## src/rtl/nfid_pkg.sv

```systemverilog
// ----------------------------------------------------------------------------
// nfid_pkg
// shared widths, codes and sequencer states of the next-fit id allocator
// ----------------------------------------------------------------------------
package nfid_pkg;

	localparam int NUM_IDS_DEF = 64;
	localparam int ID_W        = 6;
	localparam int COUNT_W     = 7;

	typedef enum logic {
		CMD_ALLOC   = 1'b0,
		CMD_RELEASE = 1'b1
	} cmd_t;

	typedef enum logic [1:0] {
		ST_GRANTED  = 2'd0,
		ST_FULL     = 2'd1,
		ST_RELEASED = 2'd2,
		ST_UNUSED   = 2'd3
	} status_t;

	typedef enum logic [2:0] {
		S_CLEAR,
		S_IDLE,
		S_SCAN_RD,
		S_SCAN_CHK,
		S_REL_RD,
		S_REL_CHK,
		S_RESP
	} state_t;

endpackage

```

## src/rtl/nfid_if.sv

```systemverilog
// ----------------------------------------------------------------------------
// nfid_req_if / nfid_rsp_if
// valid/ready channels for allocator requests and responses
// ----------------------------------------------------------------------------
interface nfid_req_if;
	logic                       valid;
	logic                       ready;
	nfid_pkg::cmd_t             cmd;
	logic [nfid_pkg::ID_W-1:0]  release_id;

	modport source (output valid, output cmd, output release_id, input ready);
	modport sink   (input valid, input cmd, input release_id, output ready);
endinterface

interface nfid_rsp_if;
	logic                          valid;
	logic                          ready;
	nfid_pkg::status_t             status;
	logic [nfid_pkg::ID_W-1:0]     granted_id;
	logic [nfid_pkg::COUNT_W-1:0]  live_count;

	modport source (output valid, output status, output granted_id, output live_count,
		input ready);
	modport sink   (input valid, input status, input granted_id, input live_count,
		output ready);
endinterface

```

## src/rtl/nfid_bitmap.sv

```systemverilog
// ----------------------------------------------------------------------------
// nfid_bitmap
// single-port in-use bitmap, one bit per id, registered read
// ----------------------------------------------------------------------------
module nfid_bitmap #(
	parameter int NUM_IDS = nfid_pkg::NUM_IDS_DEF
) (
	input  logic                       clk,
	input  logic                       we,
	input  logic [$clog2(NUM_IDS)-1:0] addr,
	input  logic                       wdata,
	output logic                       rdata
);
	logic mem [NUM_IDS];

	// read-first: rdata shows the bit before any write in the same cycle
	always_ff @(posedge clk) begin
		if (we) begin
			mem[addr] <= wdata;
		end
		rdata <= mem[addr];
	end

endmodule

```

## src/rtl/next_fit_id_allocator.sv

```systemverilog
// ----------------------------------------------------------------------------
// next_fit_id_allocator
// next-fit allocator over a bitmap of NUM_IDS identifiers with live count
// ----------------------------------------------------------------------------
//
//  channel | dir | payload                            | handshake
//  --------+-----+------------------------------------+-------------
//  req     | in  | cmd, release_id                    | valid/ready
//  rsp     | out | status, granted_id, live_count     | valid/ready
//
//  after reset a clearing pass writes every bitmap entry to free, req.ready low
//  allocate: an accept step, then per probed entry a memory read and a check
//  and mark, at most NUM_IDS entries, then a response step
//  pool full, or release of an out-of-range id: accept, then response
//  release: accept, read, check and clear, response
//  the single bitmap port serialises the steps; one request is in work at a time
//  the response register lets a new request in while the last response waits;
//  that request stalls in its response step until rsp is taken
//
module next_fit_id_allocator #(
	parameter int NUM_IDS = nfid_pkg::NUM_IDS_DEF
) (
	input  logic       clk,
	input  logic       arst_n,
	nfid_req_if.sink   req,
	nfid_rsp_if.source rsp
);
	import nfid_pkg::*;

	localparam int PTR_W  = $clog2(NUM_IDS);
	localparam int CNT_W  = $clog2(NUM_IDS + 1);
	localparam int IDX_W  = (PTR_W > ID_W) ? PTR_W : ID_W;
	localparam int CNTX_W = (CNT_W > COUNT_W) ? CNT_W : COUNT_W;

	localparam logic [PTR_W-1:0] LAST_ID  = PTR_W'(NUM_IDS - 1);
	localparam logic [CNT_W-1:0] POOL_CNT = CNT_W'(NUM_IDS);
	localparam logic [CNT_W-1:0] LAST_PRB = CNT_W'(NUM_IDS - 1);

	// sequencer state
	state_t state_q, state_d;

	// allocator state
	logic [PTR_W-1:0] search_q;     // next-fit pointer, left on the last grant
	logic [CNT_W-1:0] count_q;      // ids in use

	// working registers of the request in flight
	logic [PTR_W-1:0] pos_q;        // scan position, also the clear address
	logic [CNT_W-1:0] probe_q;      // entries already probed
	logic [PTR_W-1:0] rid_q;
	status_t          status_q;
	logic [PTR_W-1:0] gid_q;

	// response register
	logic             rsp_valid_q;
	status_t          rsp_status_q;
	logic [PTR_W-1:0] rsp_gid_q;
	logic [CNT_W-1:0] rsp_count_q;

	// bitmap port
	logic             bm_we;
	logic [PTR_W-1:0] bm_addr;
	logic             bm_wdata;
	logic             bm_rdata;

	logic             req_fire;
	logic             rid_in_range;
	logic [IDX_W-1:0] rid_ext;
	logic             pool_full;
	logic             last_probe;
	logic             resp_load;
	logic [PTR_W-1:0] pos_next;
	logic [IDX_W-1:0] gid_ext;
	logic [CNTX_W-1:0] count_ext;

	nfid_bitmap #(
		.NUM_IDS(NUM_IDS)
	) u_bitmap (
		.clk  (clk),
		.we   (bm_we),
		.addr (bm_addr),
		.wdata(bm_wdata),
		.rdata(bm_rdata)
	);

	assign req_fire     = req.valid && req.ready;
	assign rid_ext      = IDX_W'(req.release_id);
	assign rid_in_range = 32'(req.release_id) < NUM_IDS;
	assign pool_full    = count_q >= POOL_CNT;
	assign last_probe   = probe_q == LAST_PRB;
	// the shared step unit: wrap-around increment of the scan position
	assign pos_next     = (pos_q == LAST_ID) ? '0 : pos_q + 1'b1;
	// response waits for a free output register
	assign resp_load    = (state_q == S_RESP) && (!rsp_valid_q || rsp.ready);

	// next state
	always_comb begin
		state_d = state_q;
		case (state_q)
			S_CLEAR: begin
				if (pos_q == LAST_ID) state_d = S_IDLE;
			end
			S_IDLE: begin
				if (req.valid) begin
					if (req.cmd == CMD_ALLOC) begin
						state_d = pool_full ? S_RESP : S_SCAN_RD;
					end else begin
						state_d = rid_in_range ? S_REL_RD : S_RESP;
					end
				end
			end
			S_SCAN_RD:  state_d = S_SCAN_CHK;
			S_SCAN_CHK: begin
				if (!bm_rdata || last_probe) state_d = S_RESP;
				else                         state_d = S_SCAN_RD;
			end
			S_REL_RD:  state_d = S_REL_CHK;
			S_REL_CHK: state_d = S_RESP;
			S_RESP: begin
				if (resp_load) state_d = S_IDLE;
			end
			default: state_d = S_CLEAR;
		endcase
	end

	// outputs of the sequencer: request ready and bitmap port
	always_comb begin
		req.ready = 1'b0;
		bm_we     = 1'b0;
		bm_addr   = pos_q;
		bm_wdata  = 1'b0;
		case (state_q)
			S_CLEAR: begin
				bm_we = 1'b1;
			end
			S_IDLE: begin
				req.ready = 1'b1;
			end
			S_SCAN_RD: begin
				bm_addr = pos_q;
			end
			S_SCAN_CHK: begin
				// free entry found: mark it used
				bm_we    = !bm_rdata;
				bm_wdata = 1'b1;
			end
			S_REL_RD: begin
				bm_addr = rid_q;
			end
			S_REL_CHK: begin
				// only a live id is cleared
				bm_addr = rid_q;
				bm_we   = bm_rdata;
			end
			S_RESP: begin
			end
			default: begin
			end
		endcase
	end

	always_ff @(posedge clk or negedge arst_n) begin
		if (!arst_n) begin
			state_q     <= S_CLEAR;
			search_q    <= '0;
			count_q     <= '0;
			pos_q       <= '0;
			rsp_valid_q <= 1'b0;
		end else begin
			state_q <= state_d;

			case (state_q)
				S_CLEAR: begin
					pos_q <= pos_next;
				end
				S_IDLE: begin
					if (req_fire) begin
						pos_q <= search_q;
					end
				end
				S_SCAN_CHK: begin
					if (!bm_rdata) begin
						search_q <= pos_q;
						count_q  <= count_q + 1'b1;
					end else if (!last_probe) begin
						pos_q <= pos_next;
					end
				end
				S_REL_CHK: begin
					if (bm_rdata && count_q != '0) begin
						count_q <= count_q - 1'b1;
					end
				end
				default: begin
				end
			endcase

			if (resp_load) begin
				rsp_valid_q <= 1'b1;
			end else if (rsp.ready) begin
				rsp_valid_q <= 1'b0;
			end
		end
	end

	// working and response payload, no reset
	always_ff @(posedge clk) begin
		case (state_q)
			S_IDLE: begin
				probe_q <= '0;
				rid_q   <= rid_ext[PTR_W-1:0];
				gid_q   <= '0;
				if (req.cmd == CMD_ALLOC) status_q <= ST_FULL;
				else                      status_q <= ST_UNUSED;
			end
			S_SCAN_CHK: begin
				probe_q <= probe_q + 1'b1;
				if (!bm_rdata) begin
					status_q <= ST_GRANTED;
					gid_q    <= pos_q;
				end
			end
			S_REL_CHK: begin
				if (bm_rdata) status_q <= ST_RELEASED;
			end
			default: begin
			end
		endcase

		if (resp_load) begin
			rsp_status_q <= status_q;
			rsp_gid_q    <= gid_q;
			rsp_count_q  <= count_q;
		end
	end

	assign gid_ext   = IDX_W'(rsp_gid_q);
	assign count_ext = CNTX_W'(rsp_count_q);

	assign rsp.valid      = rsp_valid_q;
	assign rsp.status     = rsp_status_q;
	assign rsp.granted_id = gid_ext[ID_W-1:0];
	assign rsp.live_count = count_ext[COUNT_W-1:0];

endmodule

```

## src/flat_wrapper.sv

```systemverilog
// flat-port wrapper written by rule: the top's interface ports become plain ports
module next_fit_id_allocator_flat import nfid_pkg::*;
#(
	parameter int NUM_IDS = nfid_pkg::NUM_IDS_DEF
)
  (clk, arst_n, req_valid, req_cmd, req_release_id, req_ready, rsp_valid, rsp_status, rsp_granted_id, rsp_live_count, rsp_ready);
  nfid_req_if req_i ();
  nfid_rsp_if rsp_i ();
  input  logic clk;
  input  logic arst_n;
  input wire logic [$bits(req_i.valid)-1:0] req_valid;
  input wire logic [$bits(req_i.cmd)-1:0] req_cmd;
  input wire logic [$bits(req_i.release_id)-1:0] req_release_id;
  output wire logic [$bits(req_i.ready)-1:0] req_ready;
  output wire logic [$bits(rsp_i.valid)-1:0] rsp_valid;
  output wire logic [$bits(rsp_i.status)-1:0] rsp_status;
  output wire logic [$bits(rsp_i.granted_id)-1:0] rsp_granted_id;
  output wire logic [$bits(rsp_i.live_count)-1:0] rsp_live_count;
  input wire logic [$bits(rsp_i.ready)-1:0] rsp_ready;
  assign req_i.valid = req_valid;
  assign req_i.cmd = req_cmd;
  assign req_i.release_id = req_release_id;
  assign req_ready = req_i.ready;
  assign rsp_valid = rsp_i.valid;
  assign rsp_status = rsp_i.status;
  assign rsp_granted_id = rsp_i.granted_id;
  assign rsp_live_count = rsp_i.live_count;
  assign rsp_i.ready = rsp_ready;
  next_fit_id_allocator #(.NUM_IDS(NUM_IDS)) u_core (.clk(clk), .arst_n(arst_n), .req(req_i), .rsp(rsp_i));
endmodule
```

## config.mk

```make
export PLATFORM = sky130hd
export DESIGN_NAME = next_fit_id_allocator_flat
export DESIGN_NICKNAME = d
export VERILOG_FILES = /design/src/rtl/nfid_pkg.sv /design/src/rtl/nfid_if.sv /design/src/rtl/nfid_bitmap.sv /design/src/rtl/next_fit_id_allocator.sv /design/src/flat_wrapper.sv
export SDC_FILE = /design/constraint.sdc
export NUM_CORES = 1
export LEC_CHECK = 0
export ABC_AREA = 1
export BUFFER_PORTS_ARGS = -buffer_cell sky130_fd_sc_hd__buf_2
export CAP_MARGIN = 20
export CORE_MARGIN = 2
export CORE_UTILIZATION = 61
export DETAILED_ROUTE_END_ITERATION = 8
export MAX_ROUTING_LAYER = met4
export PLACE_DENSITY_LB_ADDON = 0.08
export SETUP_SLACK_MARGIN = 0.02
export SYNTH_ARGS = -nofsm -noshare
export SYNTH_HDL_FRONTEND = slang
export SYNTH_SLANG_ARGS = --single-unit
```

## constraint.sdc

```tcl
create_clock -name clk -period 3.05 [get_ports clk]
set_input_delay 0.305 -clock clk [delete_from_list [all_inputs] [get_ports clk]]
set_output_delay 0.305 -clock clk [all_outputs]
set_load 0.01 [all_outputs]
```

## Word-level counts from Yosys, hierarchy flattened

Memories as Yosys holds them, arrays and structs flattened. A register that Yosys moved wholly into a read port is not among the register bits.
Cells that the tools add are included.

- Register bits after elaboration: 59
- Memory bits (writable): 64
- Input bits: 11
- Output and inout bits: 17
- Logic and storage cells: 87
- Memories kept: 1

Memories:

| memory | depth | width | read ports | clocked after Yosys merged registers in | wr ports | RTL line | text |
|---|---|---|---|---|---|---|---|
| u_core.u_bitmap.mem | 64 | 1 | 1 | 1 | 1 | nfid_bitmap.sv:14 | `logic mem [NUM_IDS];` |

- Add/sub/neg operators: 4
- Order comparisons: 1
- Equality and inequality tests: 17
- Multiplexer cells: 30
- Bitwise operators: 1
- Reductions and logical operators: 21

Operators with widths:

| kind | number |
|---|---|
| two-way mux 6 bit | 6 |
| one-hot mux 7 bit (2 select lines) | 2 |
| one-hot mux 3 bit (7 select lines) | 1 |
| two-way mux 3 bit | 6 |
| one-hot mux 6 bit (3 select lines) | 1 |
| adder 7 x 1 -> 7 bit (second input constant) | 2 |
| two-way mux 7 bit | 2 |
| one-hot mux 6 bit (2 select lines) | 1 |
| inequality test 2 bit (second input constant) | 5 |
| == test 3 bit (second input constant) | 3 |
| AND reduction 3 bit | 3 |
| inequality test 2 x 1 -> 1 bit (second input constant) | 4 |
| == test 7 x 6 -> 1 bit (second input constant) | 1 |
| >= comparator 7 bit (second input constant) | 1 |
| nonzero test 7 bit | 1 |
| subtractor 7 x 1 -> 7 bit (second input constant) | 1 |
| adder 6 x 1 -> 6 bit (second input constant) | 1 |
| == test 3 x 2 -> 1 bit (second input constant) | 2 |
| == test 6 bit (second input constant) | 1 |
| two-way mux 1 bit | 6 |
| two-way mux 2 bit | 3 |
| one-hot mux 2 bit (3 select lines) | 1 |
| nonzero test 2 bit | 3 |
| nonzero test 3 bit | 2 |
| other kinds (10) | 15 |

## Depth between registers and ports, before layout

Gate-level depths: netlist of the first run.

- Depth after elaboration: 5
- Gate-level depth with buffers: 15
- Mapped depth without buffers: 15

## Hierarchy

A second synthesis of the first run with hierarchy kept.

- Cells, all modules: 634
- Area total of the unflattened synthesis: 5889.4 µm²

Modules (own cells, without submodules):

| module | instances | cells each | area each (µm²) | seq. area each (µm²) |
|---|---|---|---|---|
| nfid_bitmap | 1 | 345 | 3105.5 | 1941.9 |
| next_fit_id_allocator | 1 | 289 | 2783.9 | 1656.6 |

## Worst setup path after synthesis of the first run

Ideal clock, no wire load.

- Kind: register to register
- From: reg u_core.state_q[2]
- To: reg u_core.count_q[6]
- Library setup time: 123 ps
- Data arrival time: 2230 ps
- Required time: 2927 ps
- Path slack: 697 ps
- Cell stages (with the launch flop): 11
- Path buffers: 0
- Clock period less this slack: 2353 ps
- Cell sequence: dfrtp_1 inv_1 nand3_2 inv_1 nor2_1 inv_2 nand3_2 inv_2 o21a_1 nand3_1 xor2_1

- Word-level cells in the longest chain between the ends: 3
- Elaborated cells between the ends (all ways): 7
- Classes of those cells: eq/ne (4); mux (1); reduce/logical (2)

Ends and longest elaborated chain:

| item | RTL line | text |
|---|---|---|
| from (decl) | next_fit_id_allocator.sv:40 | `state_t state_q, state_d;` |
| from (signal assigned) | next_fit_id_allocator.sv:169 | `state_q <= state_d;` |
| == test 3 bit or == test 3 x 2 -> 1 bit (tied branches) | next_fit_id_allocator.sv:171 | `case (state_q)` |
| inequality test 2 x 1 -> 1 bit (no source line) (tied with other cells) | n/a |  |
| AND reduction 3 bit (no source line) | n/a |  |
| to (signal assigned) | next_fit_id_allocator.sv:183 | `count_q <= count_q + 1'b1;` |
| to (signal assigned) | next_fit_id_allocator.sv:190 | `count_q <= count_q - 1'b1;` |
| to (decl) | next_fit_id_allocator.sv:44 | `logic [CNT_W-1:0] count_q;` |

Parallel ways exist; a longest one is shown, timed or not.
A chain may end at the register's enable or synchronous reset.

## Final worst setup path of the first run

- From: reg u_core.state_q[0]
- To: mem u_core.u_bitmap.mem[19], enable pin

- Word-level cells in the longest chain between the ends: 4
- Elaborated cells between the ends (all ways): 9
- Classes of those cells: eq/ne (3); mux (4); reduce/logical (2)

Ends and longest elaborated chain:

| item | RTL line | text |
|---|---|---|
| == test 3 bit (tied with other cells) | next_fit_id_allocator.sv:131 | `case (state_q)` |
| one-hot mux 1 bit (3 select lines) | next_fit_id_allocator.sv:131 |  |
| two-way mux 1 bit | nfid_bitmap.sv:18 | `if (we) begin` |
| two-way mux 1 bit (not written as such) | nfid_bitmap.sv:19 | `mem[addr] <= wdata;` |
| to (decl) | nfid_bitmap.sv:14 |  |

Parallel ways exist; a longest one is shown, timed or not.

==> flow_summary.yaml, run 1 <==
run_status:
  status: "finished, final reports clean"
synthesis:
  syn_nets: 655
  synth_warnings: 0
  synth_cells: 640
  synthesis.area_mm2: 0.00588
  ys_ff_latch: 124
  yosysTopAreaCellShare_pct: 51.0
  syn_avg_cell_area_um2: 9.19
  ys_seq_area_share_pct: 61.2
  synth.distinct_cells: 37
  ys_top_cells_by_area: "edfxtp_1, dfrtp_1, nand2_1, inv_1, nor2_1"
  yosysTopAreaCell: "edfxtp_1"
power:
  leakage_uw: 0.00296
  netSwitchingPower_uw: 2670
  seq_power_share_pct: 37.3
  sw_frac_of_total_pct: 39.8
  combPwrFrac_pct: 36.2
  ir_worst_vdd_mv: 0.631
  p_int_uw: 4040
  powerDensity_mw_per_mm2: 990
  power_frac_clock_pct: 26.6
clocking:
  cts.sinks: 124
  clkSlewWorstSetupHoldPaths_ps: 60
  insertion_delay_ps: 520
  clock_path_buffers: 2
  cts_made_buffers: 17
  root_buffer: "clkbuf_8"
  tritoncts: "yes"
  htree_levels: 4
sta:
  finalHoldViolations: 0
  rsz0062_at_grt: "no"
  finClkSkew_ps: 8.21
  slew_headroom_pct: 58.8
  layout_min_cycle_time_ps: 2510
  finalMaxSlewViolations: 0
  tightest_slew_ps: 616
  setup_tns_ps: 0
  setup_violations: 0
  fin_ws_ps: 543
  fin_crit_sh_pct: 82.2
  max_freq_mhz: 399
die:
  rows: 35
  die_x_um: 102
  pin_count: 28
  initial_core_util_pct: 63.4
  die_h_um: 102
  core_mm2: 0.00928
  die-area_mm2: 0.0104
routing:
  remaining_drc_errors: 0
  via_count: 4362
  wl_per_cell_um: 15.0
  wl_mm: 12.5
  via_per_inst: 5.26
  antenna_left: 0
  drt_iter0_markers: 338
  drt_first_pass_iters: 5
layout:
  nNetsFinal: 703
  multiInputGateArea_mm2: 0.00178
  final_cells: 830
  register_area_mm2: 0.00360
  antenna-diode-count: 0
  fin_area_mm2: 0.00677
  fin_util_pct: 72.9
  area_growth_pct: 15.0
  nFillCells: 734
  drive_gt1_share_pct: 13.0
global_route:
  grtUsageTotal_pct: 27.3
  grt_pass1_vias: 4286
  grt_max_degree: 68
  antenna_found_initial: 0
  grt_pass1_wl_mm: 20.5
  grt-ovfl-total: 0
worst_setup_path:
  crit_path_max_fanout: 34
  worstPathRequired_ps: 3270
  end_kind: "flop"
  cp-start-kind: "flop"
  crit_arrival_ps: 2720
  critPathKind: "reg2reg"
placement:
  dpl_worst_slack_ps: 542
  hpwl_mm: 8.37
  gp_congestion: 0.861
  port_buffers: 27
  dpl_cell_area_mm2: 0.00618
  post-place-cells: 791
worst_hold_path:
  hold_path.class: "in2reg"
run:
  max-cap-violations: 0
-- cells by family after synthesis --
| group | after synthesis | synth area share, % |
|---|---|---|
| AO/OA/AOI/OAI | 50 | 4.95 |
| XOR/XNOR | 6 | 0.893 |
| adder cells (fa/ha/maj) | 4 | 0.851 |
| buffers and inverters | 129 | 8.65 |
| flip-flops | 124 | 61.2 |
| AND/OR/NAND/NOR | 327 | 23.5 |
-- layout by cell type (no fill, tap or decap), types with 5 or more instances in the layout --
master / instances
o21ai_1: 6
inv_1: 108
clkbuf_16: 16
xor2_1: 5
buf_2: 27
nand4_1: 5
dfrtp_1: 23
nand3_1: 53
a21oi_1: 6
buf_4: 6
inv_2: 9
nor2_1: 103
dlygate4sd3_1: 7
nand2_1: 142
nand2_2: 7
edfxtp_1: 100
o21ai_0: 21
nor2_2: 6
-- worst paths after layout --
path,startpoint,endpoint,slack (ps),cells past startpoint
max,u_core.state_q[0],u_core.u_bitmap.mem[19],540,8
min,rsp_ready,u_core.rsp.valid,50,4
max reg2reg,u_core.state_q[0],u_core.u_bitmap.mem[19],540,8
min reg2reg,u_core.gid_q[3],u_core.rsp.granted_id[3],420,0
max in group asynchronous,arst_n,u_core.count_q[0],2370,2
min in group asynchronous,arst_n,u_core.search_q[3],310,2
-- sequential cells by signal (all words and copies together), names as in the netlist, 6 cells and up --
signal / count
u_core.rid_q: 6
u_core.count_q: 7
u_core.search_q: 6
u_core.u_bitmap.mem: 64
u_core.rsp.granted_id: 6
u_core.rsp.live_count: 7
u_core.probe_q: 7
u_core.gid_q: 6
u_core.pos_q: 6
-- stage by stage --
step	total power (µW)	hold WS, ps
after floorplan	4200	9.41
after global placement	4830	319
after detailed placement	4920	323
after CTS	6710	42.8
after global routing	7160	103
final	6700	53.8
-- cell usage after synthesis --
library cell	number
nand2_4	1
clkbuf_1	3
o21ai_2	2
xor2_1	5
dfxtp_1	1
inv_1	108
ha_1	4
o22ai_1	1
nor3b_1	1
or2_4	1
a22oi_1	2
buf_4	1
inv_2	9
nand4_1	5
o311ai_0	1
nor2_2	6
edfxtp_1	100
or2_2	1
o21a_1	3
nor2_1	103
buf_1	1
nand3_2	3
nor4_1	1
xnor2_1	1
a31oi_1	4
nand3_1	53
o21ai_1	6
o21ai_0	21
a21oi_1	6
nand2_1	142
a221oi_1	1
nand2_2	7
buf_6	2
o211ai_1	3
buf_2	5
dfrtp_1	23
nor3_1	3
-- what timing repair did --
action                                 in CTS  in global routing
hold buffers                                7                  0
buffers inserted                            0                  0
endpoints found under the hold margin      29                  0
resized for setup                           0                  0
-- worst max-delay path, cell delays in order (launching register included) --
cell,delay (ps)
dfrtp_1,450
nor2_1,100
nand2_2,150
nand2_4,140
nand2_1,110
nand2_2,360
nor2_1,420
nand2_1,270
nor2_1,200
-- metal layers --
layer | track usage (%) | routed length [µm] | vias to the layer above
met2 | 41.8 | 6050 | 117
li1 | - | - | 2153
met5 | - | 0 | -
met4 | 10.3 | 178 | 0
met1 | 35.8 | 5590 | 2076
met3 | 6.70 | 648 | 16
-- final cells by class --
type	count	area share, %
repair buffers	41	3.99
inverters	117	6.49
clock inverters	13	1.50
clock buffers	19	6.23
multi-input cells	387	26.2
flip-flops and latches	124	53.2
well taps	129	2.38
-- power groups by stage --
stage | clock network, µW | logic [µW] | registers [µW]
after floorplan | 0 | 1730 | 2470
after global placement | 0 | 2320 | 2510
after detailed placement | 0 | 2400 | 2530
after CTS | 1790 | 2420 | 2500
after global routing | 1870 | 2750 | 2540
final | 1780 | 2420 | 2500
(Power assumes the default switching activity.)
==> run 2, diff against run 1 <==
- CORE_UTILIZATION: 61 -> 55
- clock period: 3.05 -> 2 ns (I/O delays scaled with it)
==> run 2 against run 1 <==
  * The flow now finishes with violations (setup timing)
  * Flip-flop and latch count stayed put
  * Hold slack gained 58 ps
  * Clock power up 62%
  * Sequential power grew 54%
  * Critical endpoint is now u_core.u_bitmap.rdata
  * Largest power group is now combinational cells
==> flow_summary.yaml, run 2 (synthesized netlist as in run 1, its figures left out) <==
clocking:
  cts_made_buffers: 17
  cts.sinks: 124
  htree_levels: 4
  tritoncts: "yes"
  insertion_delay_ps: 550
  clkSlewWorstSetupHoldPaths_ps: 60
  clock_path_buffers: 2
  root_buffer: "clkbuf_8"
layout:
  nFillCells: 709
  drive_gt1_share_pct: 30.4
  largest_reg_flops: 64
  fin_area_mm2: 0.00785
  multiInputGateArea_mm2: 0.00216
  nNetsFinal: 768
  final_common_cell: "nand2_1"
  area_growth_pct: 33.4
  largest_register: "u_core.u_bitmap.mem"
  register_area_mm2: 0.00360
  antenna-diode-count: 0
  layout_common_cells: "nand2_1, edfxtp_1, inv_1"
die:
  die-area_mm2: 0.0115
  core_mm2: 0.0104
  die_x_um: 107
  initial_core_util_pct: 56.7
  rows: 37
  pin_count: 28
  die_h_um: 107
routing:
  wl_per_cell_um: 15.4
  via_per_inst: 5.17
  antenna_left: 0
  drt_first_pass_iters: 5
  remaining_drc_errors: 0
  wl_mm: 13.9
  via_count: 4666
  drt_iter0_markers: 217
global_route:
  grt_max_degree: 68
  grt-ovfl-total: 0
  antenna_found_initial: 0
  grt_pass1_vias: 4468
  grt_pass1_wl_mm: 21.4
  grtUsageTotal_pct: 25.6
placement:
  dpl_cell_area_mm2: 0.00656
  hpwl_mm: 8.57
  gp_congestion: 0.902
  dpl_worst_slack_ps: -97.7
  port_buffers: 27
sta:
  max_freq_mhz: 481
  setup_violations: 2
  layout_min_cycle_time_ps: 2080
  rsz0062_at_grt: "yes"
  tightest_slew_ps: 562
  setup_tns_ps: -85.1
  worst_hold_slack_ps: 112
  finClkSkew_ps: 10.1
  slew_headroom_pct: 62.5
  finalHoldViolations: 0
  finalMaxSlewViolations: 0
  fin_ws_ps: -77.7
  fin_crit_sh_pct: 104
worst_hold_path:
  hold_path.class: "in2reg"
worst_setup_path:
  cp-start-kind: "flop"
  crit_path_max_fanout: 8
  critPathKind: "reg2reg"
  cp_slowest_cell: "dfrtp_2"
  critPathBufInv: 4
  crit_chain: "inv_2 -> nand3_4 -> buf_12 -> nand2_4 -> nand2_1 -> nand2_2 -> nor2_4 -> buf_6 -> buf_4 -> nand3_1 -> nand4_1 -> nand2_1 -> nand2_1 -> nor2_1 -> nand2_1"
  worstPathRequired_ps: 2430
  crit_arrival_ps: 2510
  critPathTopFamily: "simple AND/OR/NAND/NOR gates"
  crit_path_max_incr_delay_ps: 430
  cp_common_cell: "nand2_1"
  end_kind: "flop"
run:
  max-cap-violations: 0
run_status:
  violations: "setup timing"
  status: "finished, violations left"
power:
  ir_worst_vdd_mv: 1.26
  leakage_uw: 0.00336
  powerDensity_mw_per_mm2: 1570
-- run 2: worst register-to-register path, cell delays in order (launching register included) --
cell     delay [ps]
dfrtp_2         430
inv_2           100
nand3_4         110
buf_12          160
nand2_4          90
nand2_1          80
nand2_2         120
nor2_4           50
buf_6           140
buf_4           130
nand3_1          70
nand4_1         150
nand2_1         110
nand2_1          50
nor2_1          110
nand2_1          60
-- run 2: path summary, 6_finish.rpt --
kind / startpoint / end / slack [ps] / depth (start not counted)
worst max-delay path: u_core.state_q[1] / u_core.u_bitmap.rdata / -80 / 15
min in group asynchronous: arst_n / u_core.search_q[1] / 170 / 2
worst min-delay path: req_cmd / u_core.status_q[1] / 110 / 3
worst max register to register: u_core.state_q[1] / u_core.u_bitmap.rdata / -80 / 15
worst min register to register: u_core.gid_q[3] / u_core.rsp.granted_id[3] / 420 / 0
max in group asynchronous: arst_n / u_core.state_q[2] / 1410 / 2
-- run 2: layout make-up --
| type | count | share of cell area [%] |
|---|---|---|
| Sequential cell | 124 | 45.9 |
| Multi-Input combinational cell | 389 | 27.5 |
| Timing Repair Buffer | 104 | 11.5 |
| Inverter | 117 | 5.83 |
| Clock buffer | 20 | 5.55 |
| Tap cell | 136 | 2.17 |
| Clock inverter | 12 | 1.58 |
-- run 2: power breakdown --
| part | total, µW | internal [µW] | switching [µW] | leakage [µW] |
|---|---|---|---|---|
| logic | 5590 | 2150 | 3450 | 0.00188 |
| registers | 3840 | 3480 | 359 | 0.00123 |
| clock network | 2880 | 1790 | 1090 | 0.000256 |
-- run 2: what timing repair did --
item | 4_1_cts | 5_1_grt
resized for setup | 10 | 125
hold buffers | 9 | 0
setup endpoints to repair | 36 | 73
gates cloned | 2 | 3
pin swaps | 1 | 20
setup buffers | 1 | 11
hold endpoints to repair | 31 | 0
-- run 2: per-stage QoR --
| stage | cells | total power, µW | utilization (%) |
|---|---|---|---|
| global placement | 844 | 7920 | 63.2 |
| detailed placement | 844 | 8040 | 63.2 |
| floorplan | 640 | 6420 | - |
| CTS | 888 | 11000 | 70.0 |
| global route | 902 | 13000 | 75.7 |
| finish | 902 | 12300 | 75.7 |
-- run 2: per-layer routing --
metal / vias up / track usage (%) / part of all wire [%]
met4: 0 / 9.80 / 2.8
met3: 36 / 6.36 / 6.4
met1: 2192 / 33.0 / 43
met5: - / - / 0
li1: 2293 / - / -
met2: 145 / 39.4 / 48
==> run 3, diff against run 2 <==
- PLACE_DENSITY: default -> 0.77
- PLACE_DENSITY_LB_ADDON: 0.08 -> default
==> run 3 against run 2 <==
  * The flow still finishes with violations (setup timing)
  * Critical path depth rose by 1
  * Sequential power barely moved
  * Via count rose by 4.6%
  * Non-clock buffer count is 8 lower
  * Clock-buffer cell count decreased by 3
  * Global-route usage grew 1.4 points
  * Combinational power decreased by 10%
  * Clock power grew 16%
  * Die area unchanged
  * Sequential share of layout area is 1.5 points higher
  * Power down 0.82%
  * Utilization shrank 2.5 points
  * Critical endpoint is now u_core.count_q[6]
  * Largest cell class unchanged
  * Highest routed layer unchanged
==> flow_summary.yaml, run 3 (synthesized netlist as in run 1, its figures left out) <==
run_status:
  status: "finished, violations left"
  violations: "setup timing"
worst_setup_path:
  end_kind: "flop"
  critPathBufInv: 5
  crit_chain: "inv_2 -> nand3_4 -> buf_6 -> inv_4 -> nand2_2 -> nand2_1 -> inv_1 -> ha_2 -> inv_2 -> nand2_2 -> nand2_2 -> nand3_4 -> nand4_1 -> nand2_1 -> nand3_2 -> xor2_1"
  worstPathRequired_ps: 2420
  cp_slowest_cell: "dfrtp_1"
  cp_common_cell: "nand2_2"
  critPathTopFamily: "simple AND/OR/NAND/NOR gates"
  crit_arrival_ps: 2490
  critPathKind: "reg2reg"
  cp-start-kind: "flop"
  crit_path_max_fanout: 7
  crit_path_max_incr_delay_ps: 420
  cp_num_cells: 16
  reg2regPathDepth: 16
die:
  die_x_um: 107
  initial_core_util_pct: 56.7
  rows: 37
  die_h_um: 107
  pin_count: 28
  core_mm2: 0.0104
  die-area_mm2: 0.0115
layout:
  register_area_mm2: 0.00360
  fin_util_pct: 73.3
  largest_reg_flops: 64
  area_growth_pct: 29.1
  multiInputGateArea_mm2: 0.00204
  nFillCells: 709
  nNetsFinal: 758
  largest_register: "u_core.u_bitmap.mem"
  drive_gt1_share_pct: 28.0
  final_common_cell: "nand2_1"
  antenna-diode-count: 0
  layout_common_cells: "nand2_1, inv_1, edfxtp_1"
clocking:
  clkSlewWorstSetupHoldPaths_ps: 60
  clock_path_buffers: 2
  tritoncts: "yes"
  insertion_delay_ps: 530
  cts_made_buffers: 17
  htree_levels: 4
  root_buffer: "clkbuf_8"
  cts.sinks: 124
routing:
  wl_mm: 15.0
  wl_per_cell_um: 16.8
  via_count: 4881
  antenna_left: 0
  remaining_drc_errors: 0
  via_per_inst: 5.47
  drt_iter0_markers: 478
  drt_first_pass_iters: 5
placement:
  hpwl_mm: 8.81
  dpl_worst_slack_ps: -89.0
  gp_congestion: 0.915
  port_buffers: 27
global_route:
  grt-ovfl-total: 0
  antenna_found_initial: 0
  grt_pass1_wl_mm: 22.6
  grt_pass1_vias: 4773
  grtUsageTotal_pct: 26.9
  grt_max_degree: 65
sta:
  layout_min_cycle_time_ps: 2070
  finClkSkew_ps: 7.00
  finalMaxSlewViolations: 0
  fin_ws_ps: -74.4
  max_freq_mhz: 482
  setup_violations: 9
  fin_crit_sh_pct: 104
  tightest_slew_ps: 582
  slew_headroom_pct: 61.2
  rsz0062_at_grt: "yes"
  finalHoldViolations: 0
worst_hold_path:
  whs_path_depth: 4
  hold_path.class: "in2reg"
power:
  ir_worst_vdd_mv: 1.14
  powerDensity_mw_per_mm2: 1610
  leakage_uw: 0.00331
  power_uw: 12200
run:
  max-cap-violations: 0
-- run 3: cell types whose count changed in the layout (fill, tap and decap cells not counted), moves of 4 or more --
| cell | before | now |
|---|---|---|
| clkinvlp_4 | 7 | 2 |
| nor2_1 | 64 | 77 |
| buf_4 | 44 | 55 |
| nor2_4 | 22 | 9 |
| buf_6 | 16 | 6 |
| inv_1 | 96 | 100 |
| nand2_4 | 5 | 1 |
-- run 3: power by group --
group          leakage [µW]  switching (µW)  internal (µW)
Clock              0.000310            1180           2150
Combinational       0.00178            3210           1810
Sequential          0.00123             391           3480
-- run 3: path summary, 6_finish.rpt --
check	slack [ps]	startpoint	to
max	-70	u_core.state_q[1]	u_core.count_q[6]
min	7	rsp_ready	u_core.rsp.valid
max reg2reg	-70	u_core.state_q[1]	u_core.count_q[6]
min reg2reg	420	u_core.gid_q[5]	u_core.rsp.granted_id[5]
max in group asynchronous	1360	arst_n	u_core.state_q[0]
min in group asynchronous	220	arst_n	u_core.search_q[5]
-- run 3: timing repair --
item | 4_1_cts | 5_1_grt
pin swaps | 0 | 9
setup endpoints to repair | 68 | 76
hold endpoints to repair | 29 | 0
resized for setup | 20 | 63
hold buffers | 7 | 0
buffers inserted | 1 | 13
-- run 3: final cells by class --
type	count	area share, %
Sequential cell	124	47.4
Multi-Input combinational cell	387	26.8
Timing Repair Buffer	96	9.29
Inverter	117	5.90
Clock buffer	17	5.45
Clock inverter	15	2.90
Tap cell	136	2.24
-- run 3: stage by stage --
step	std cells	area, µm²	setup TNS (ps)	hold slack [ps]
after floorplan	640	5900	0	-95.6
after global placement	839	6510	0	204
after detailed placement	839	6510	-286	219
after CTS	879	7280	0	20.0
after global routing	892	7600	-4210	18.0
final	892	7600	-227	6.88
-- run 3: worst register-to-register path, delay by kind of cell (launching register included) --
kind	cells	cell delay (ps)
simple gates	9	850
flops	1	420
buf+inv	5	370
fa+ha+maj	1	180
xor+xnor	1	140
-- run 3: layer usage --
| metal | up-vias | GRT usage [%] | share of wire [%] |
|---|---|---|---|
| met2 | 219 | 46.1 | 53 |
| li1 | 2267 | - | - |
| met5 | - | - | 0 |
| met4 | 0 | 11.8 | 3.8 |
| met3 | 58 | 7.51 | 6.8 |
| met1 | 2337 | 29.5 | 36 |
